## config.mk

```make
export PLATFORM = sky130hd
export DESIGN_NAME = rbi_sqrt
export DESIGN_NICKNAME = d
export VERILOG_FILES = /design/src/sv/ray_box_intersection_assert.svh /design/src/sv/rbi_pkg.sv /design/src/sv/rbi_sqrt.sv
export SDC_FILE = /design/constraint.sdc
export NUM_CORES = 2
export LEC_CHECK = 0
export BUFFER_PORTS_ARGS = -buffer_cell sky130_fd_sc_hd__buf_2
export CAP_MARGIN = 20
export CORE_MARGIN = 2
export CORE_UTILIZATION = 55
export CTS_CLUSTER_SIZE = 8
export DETAILED_ROUTE_END_ITERATION = 7
export PLACE_DENSITY = 0.7
export SYNTH_ARGS = -nofsm -noshare
export SYNTH_HDL_FRONTEND = slang
export SYNTH_MEMORY_MAX_BITS = 65536
export SYNTH_SLANG_ARGS = --single-unit
```

## constraint.sdc

```tcl
create_clock -name aclk -period 4.5 [get_ports aclk]
set_input_delay 0 -clock aclk [delete_from_list [all_inputs] [get_ports aclk]]
set_output_delay 0 -clock aclk [all_outputs]
set_load 0.05 [all_outputs]
```

## src/sv/ray_box_intersection_assert.svh

```systemverilog
// Assertion macros for the ray/box intersection block.
// Bodies expect aclk and aresetn in scope.
`ifndef RAY_BOX_INTERSECTION_ASSERT_SVH
`define RAY_BOX_INTERSECTION_ASSERT_SVH
`ifndef ASSERT_OFF
`define RBI_ASSERT(label, prop) \
    label: assert property (@(posedge aclk) disable iff (!aresetn) prop) \
        else $error("rbi: assertion failed");
`define RBI_ASSERT_RST(label, prop) \
    label: assert property (@(posedge aclk) prop) \
        else $error("rbi: reset check failed");
`else
`define RBI_ASSERT(label, prop)
`define RBI_ASSERT_RST(label, prop)
`endif
`endif

```

## src/sv/rbi_pkg.sv

```systemverilog
`timescale 1ns / 1ps
package rbi_pkg;

    localparam int FRAC_BITS  = 16;
    localparam int CW         = 32;
    localparam int AXES       = 3;
    localparam int BOX_W      = 15;
    localparam int FAR_W      = 31;
    localparam int DIST_W     = 31;
    localparam int CFG_IDX_W  = 1;
    localparam int CFG_DATA_W = 31;
    localparam int BOUND_W    = BOX_W + FRAC_BITS;
    localparam int MAG_W      = CW;
    localparam int NUM_W      = MAG_W + FRAC_BITS;
    localparam int DVS_W      = CW;
    localparam int LO_W       = 2 * CW;
    localparam int HI_W       = (NUM_W - CW) + CW;
    localparam int M_W        = 2 * CW - FRAC_BITS + 2;
    localparam int H_W        = M_W + 2;
    localparam int SQ_W       = 2 * DIST_W;
    localparam int SUM_W      = 2 * CW;
    localparam int SQ_STEPS   = CW;
    localparam int CLAMP_EXP  = 41;
    localparam int HI_LIM_EXP = 9 + FRAC_BITS;

    localparam logic [BOX_W-1:0] BOX_SIZE_RESET  = BOX_W'(16);
    localparam logic [FAR_W-1:0] FAR_LIMIT_RESET = FAR_W'(655360);

    typedef enum logic [CFG_IDX_W-1:0] {
        REG_BOX_SIZE  = 1'b0,
        REG_FAR_LIMIT = 1'b1
    } rbi_reg_idx_t;

    typedef struct packed {
        logic signed [CW-1:0] origin_x;
        logic signed [CW-1:0] origin_y;
        logic signed [CW-1:0] origin_z;
        logic signed [CW-1:0] dir_x;
        logic signed [CW-1:0] dir_y;
        logic signed [CW-1:0] dir_z;
    } rbi_in_t;

    typedef struct packed {
        logic [DIST_W-1:0] hit_distance;
        logic              hit_valid;
    } rbi_out_t;

    // per-axis ray data riding alongside the divider
    typedef struct packed {
        logic signed [CW-1:0] org;
        logic signed [CW-1:0] dir;
        logic [MAG_W-1:0]     pmag;  // |plane - origin|
        logic                 live;  // outside on this axis, nonzero dir
        logic                 neg;   // plane - origin and dir differ in sign
    } rbi_axis_t;

    typedef struct packed {
        rbi_axis_t [AXES-1:0] ax;
        logic                 in_box;
    } rbi_ray_t;

    typedef struct packed {
        logic [DVS_W-1:0] rem;
        logic [NUM_W-1:0] acc;   // dividend in, quotient out
        logic [DVS_W-1:0] dvs;
    } rbi_div_lane_t;

    typedef rbi_div_lane_t [AXES-1:0] rbi_lanes_t;

    typedef struct packed {
        logic miss;
        logic in_box;
    } rbi_sq_side_t;

    // one restoring division step
    function automatic rbi_div_lane_t rbi_div_step(input rbi_div_lane_t l);
        rbi_div_lane_t     r;
        logic [DVS_W:0]    trial;
        logic              qb;
        trial = {l.rem, l.acc[NUM_W-1]};
        qb    = (trial >= {1'b0, l.dvs});
        r.dvs = l.dvs;
        r.rem = qb ? DVS_W'(trial - {1'b0, l.dvs}) : trial[DVS_W-1:0];
        r.acc = {l.acc[NUM_W-2:0], qb};
        return r;
    endfunction

endpackage

```

## src/sv/rbi_sqrt.sv

```systemverilog
`timescale 1ns / 1ps
// Pipelined integer square root, one result bit per stage.
module rbi_sqrt (
    input  logic                     aclk,
    input  logic                     aresetn,
    input  logic                     adv,
    input  logic                     in_valid,
    input  logic [rbi_pkg::SUM_W-1:0] in_sum,
    input  rbi_pkg::rbi_sq_side_t    in_side,
    output logic                     out_valid,
    output logic [rbi_pkg::CW-1:0]   out_root,
    output rbi_pkg::rbi_sq_side_t    out_side
);
    import rbi_pkg::*;

    logic              vld_reg  [SQ_STEPS+1];
    logic [SUM_W-1:0]  v_reg    [SQ_STEPS+1];
    logic [SUM_W-1:0]  res_reg  [SQ_STEPS+1];
    rbi_sq_side_t      side_reg [SQ_STEPS+1];

    always_ff @(posedge aclk) begin
        if (!aresetn) begin
            vld_reg[0] <= 1'b0;
        end else if (adv) begin
            vld_reg[0] <= in_valid;
        end
        if (adv) begin
            v_reg[0]    <= in_sum;
            res_reg[0]  <= '0;
            side_reg[0] <= in_side;
        end
    end

    for (genvar s = 0; s < SQ_STEPS; s++) begin : g_step
        localparam logic [SUM_W-1:0] BIT = SUM_W'(1) << (SUM_W - 2 - 2 * s);
        logic [SUM_W-1:0] trial;
        logic [SUM_W-1:0] v_next;
        logic [SUM_W-1:0] res_next;
        always_comb begin
            trial = res_reg[s] + BIT;
            if (v_reg[s] >= trial) begin
                v_next   = v_reg[s] - trial;
                res_next = (res_reg[s] >> 1) + BIT;
            end else begin
                v_next   = v_reg[s];
                res_next = res_reg[s] >> 1;
            end
        end
        always_ff @(posedge aclk) begin
            if (!aresetn) begin
                vld_reg[s+1] <= 1'b0;
            end else if (adv) begin
                vld_reg[s+1] <= vld_reg[s];
            end
            if (adv) begin
                v_reg[s+1]    <= v_next;
                res_reg[s+1]  <= res_next;
                side_reg[s+1] <= side_reg[s];
            end
        end
    end

    assign out_valid = vld_reg[SQ_STEPS];
    assign out_root  = res_reg[SQ_STEPS][CW-1:0];
    assign out_side  = side_reg[SQ_STEPS];

endmodule

```

==> impl_results.md <==
* Status: finished clean
* Synthesized cell area at 125300 µm²
* Tightest Pin Transition at 1160 ps
* Num CTS Buffers at 386
* WL final at 288800 µm
* Lkg Pwr at 53.23 nW
* Final Skew at 92.60 ps
* Pre-Repair DR Iteration Count at 6
* Wire length per cell at 21.57 µm
* Unique masters post-synth at 89
* Worst-path fanout max at 10
* Clk sinks at 2675
* Largest net degree at the start of global routing at 173
* Die Ht at 481.3 µm
* Post-synth top area share at 0.6410
* Clk buf depth at 4
* Worst EP required at 5140 ps
* Layout cells sized above 1 at 0.07718
* I/O pin cnt at 105
* Synthesized area per cell at 12.81 µm²
* Gate Count Post-Synth at 9778
* Global-route wire length before repair at 445400 µm
* CP endpoint kind: register
* DP HPWL at 207300 µm
* Die X at 481.3 µm
* Overflow left after global routing at 0
* Cell row count at 175
* Slew HR at 0.2198
* Combinational power share at 0.193
* TritonCTS clock tree: done
* Mux cell area share after synthesis at 0.007121
* Fin crit share at 0.9715
* P&R area growth vs syn at 13.01%
* Synth Area in Compound Gates at 0.09020
* Register area share after synthesis at 0.6411
* Final ANT Viol Nets at 0
* Root buf cell: clkbuf_16
* Fmax at 0.2287 GHz
* Critical Path Source Type: register
* Vias at 79770
* DR vias/cell at 5.956
* Total of max-cap violations at 0
* Largest register FFs at 2048
* Slowest CP cell: o21ai_0
* Post-synth top cells: edfxtp_1, inv_1, nor2_1
* Xor/xnor cell area share of the yosys netlist at 0.06145
* Asr flop ratio synth at 0
* # placed instances at 12830
* Synth Area in Adders at 0.05573
* CP cell instances: inv_1, ha_1, nand2b_1, a211o_1, a21oi_1, o21ai_1, o21ai_0, nand2_1, and2_2, or4b_1, nor4_1, xor2_1
* Port bufs at 104
* Syn_nets at 10410
* Predominant post-synthesis flop cell: edfxtp_1
* Net Switching at 20.42 mW
* Layout Nets at 10970
* Initial core utilization at 0.5523
* Seq pwr share at 0.465
* Yosys warns at 0
* Critical Setup Path Class: register to register
* Post-synth EDFFs at 2674
* RePlAce Congestion at 0.9161
* Gr usage total at 0.2462
* Initial antenna violation count at 11
* Final Power at 72.85 mW
* Worst-path clk slew at 50 ps
* Peak supply drop at 0.3738 mV
* Clk_lat worst skew at 950 ps
* # H-tree levels at 5
* Ranking of synthesized cells by area: edfxtp_1, ha_1, xnor2_1, xor2_1, a21oi_1
* Pins Over Slew Limit at 0
* Finished Layout Cells at 13390
* CP max stage delay at 880 ps
* Yosys top cell by area: edfxtp_1
* Hold Vio Cnt, Final at 0
* Post-Synth Simple-Gate Area at 0.1177
* Min Tclk post-route at 4372 ps
* Clk pwr share at 0.342
* Area of the core at 226800 µm²
* Critical Path AT at 5010 ps
* Starting DRT DRC Count at 7222
* Post-CTS Setup Bufs at 0
* Final setup fails at 0
* DRC Markers at 0
* Sw Ratio at 0.2803
* Largest family of logic cells by synthesized area: simple AND/OR/NAND/NOR gates
* Register bit total from synthesis at 2675
* Vias in the first global route at 78540
* Cell Pwr Density at 514.6 nW/µm²
* RSZ-0062 raised after global routing: no
* Count leader, synth: edfxtp_1
* P_int at 52.44 mW
* Die area at 231600 µm²
* Worst min-delay path class: primary input to register
==> through the flow <==
stage | worst slack (ps) | hold WS [ps] | setup TNS, ps | utilization | instance area, µm²
floorplan | 1036 | 98.87 | 0 | - | 125300
global placement | -72.94 | 176.7 | -90.37 | 0.5738 | 130200
detailed placement | -171.6 | 178.1 | -396.1 | 0.5738 | 130200
CTS | 69.35 | 84.21 | 0 | 0.6240 | 141600
global route | 20.06 | 160.9 | 0 | 0.6241 | 141600
finish | 128.1 | 163.9 | 0 | 0.6241 | 141600
==> placed cells by master (no fill, tap or decap), types with 40 or more instances in the layout <==
cell,n
a211oi_1,44
a21o_1,213
a21oi_1,617
a31oi_1,46
and3_1,67
buf_2,103
buf_4,106
clkbuf_16,389
dlygate4sd3_1,137
edfxtp_1,2674
ha_1,558
inv_1,693
mux2_2,73
nand2_1,633
nand2b_1,120
nand3_1,146
nand4_1,169
nor2_1,645
nor2b_1,76
nor3_1,255
nor4_1,328
nor4b_1,45
o211ai_1,40
o21a_1,93
o21ai_0,467
o21bai_1,56
o31ai_1,45
or2_2,48
or3_1,93
or4_1,59
xnor2_1,476
xor2_1,403
==> repair_timing <==
| action | 4_1_cts | 5_1_grt |
|---|---|---|
| resized for setup | 1 | 1 |
| hold buffers | 137 | 0 |
| hold endpoints to repair | 605 | 0 |
| endpoints found under the setup margin | 8 | 1 |
| cloned | 0 | 0 |
==> critical path: cells and delay by family, from the launching register on <==
kind	cells	cell delay, ps
DFF	1	430
buffers and inverters	1	90
adders and majority gates	1	240
xor gates and xnor gates	1	110
and+or+nand+nor	5	1540
AOI/OAI and AO/OA	4	1650
==> final cells by class <==
cell class,instances,area [µm²]
clock inverter,15,221.5
fill,16940,85270
tap,3009,3765
sequential,2675,80320
multi-input combinational,6220,41710
clock buffer,406,9798
antenna,5,12.51
inverter,694,2605
timing repair buffer,369,3143
==> worst paths after layout <==
check / startpoint / to / slack, ps / cells after the start
setup / recovery: v_reg[0][1674]$_DFFE_PP_ / v_reg[0][1781]$_DFFE_PP_ / 130 / 12
hold / removal: aresetn / vld_reg[32]$_DFF_P_ / 160 / 3
setup reg to reg: v_reg[0][1674]$_DFFE_PP_ / v_reg[0][1781]$_DFFE_PP_ / 130 / 12
hold reg to reg: res_reg[30][5]$_DFFE_PP_ / res_reg[31][4]$_DFFE_PP_ / 400 / 0
==> metal layers <==
metal  wire [µm]  vias up  track usage  part of all wire
met5          11        -            0          0.000038
met4        7024        2      0.06675             0.024
met3       15710      537      0.03314             0.054
met2      140100     2409       0.4098              0.49
met1      126000    39180       0.3414              0.44
li1            -    37640            -                 -
==> kinds of logic after synthesis <==
kind of cell	Yosys count
flip-flops	2675
AO/OA/AOI/OAI	1839
buffers and inverters	883
XOR/XNOR	879
adder cells (fa/ha/maj)	558
multiplexers	80
AND/OR/NAND/NOR	2864
==> power groups by stage <==
| stage | clock [mW] | combinational, mW | sequential, mW |
|---|---|---|---|
| after detailed placement | 0 | 13.8 | 34.3 |
| after global placement | 0 | 13.6 | 34.2 |
| after global routing | 26.4 | 15.6 | 34.1 |
| after CTS | 25.3 | 14.0 | 33.9 |
| after floorplan | 0 | 10.2 | 33.2 |
| final | 24.9 | 14.1 | 33.9 |
Power figures use the tool's default switching activity.
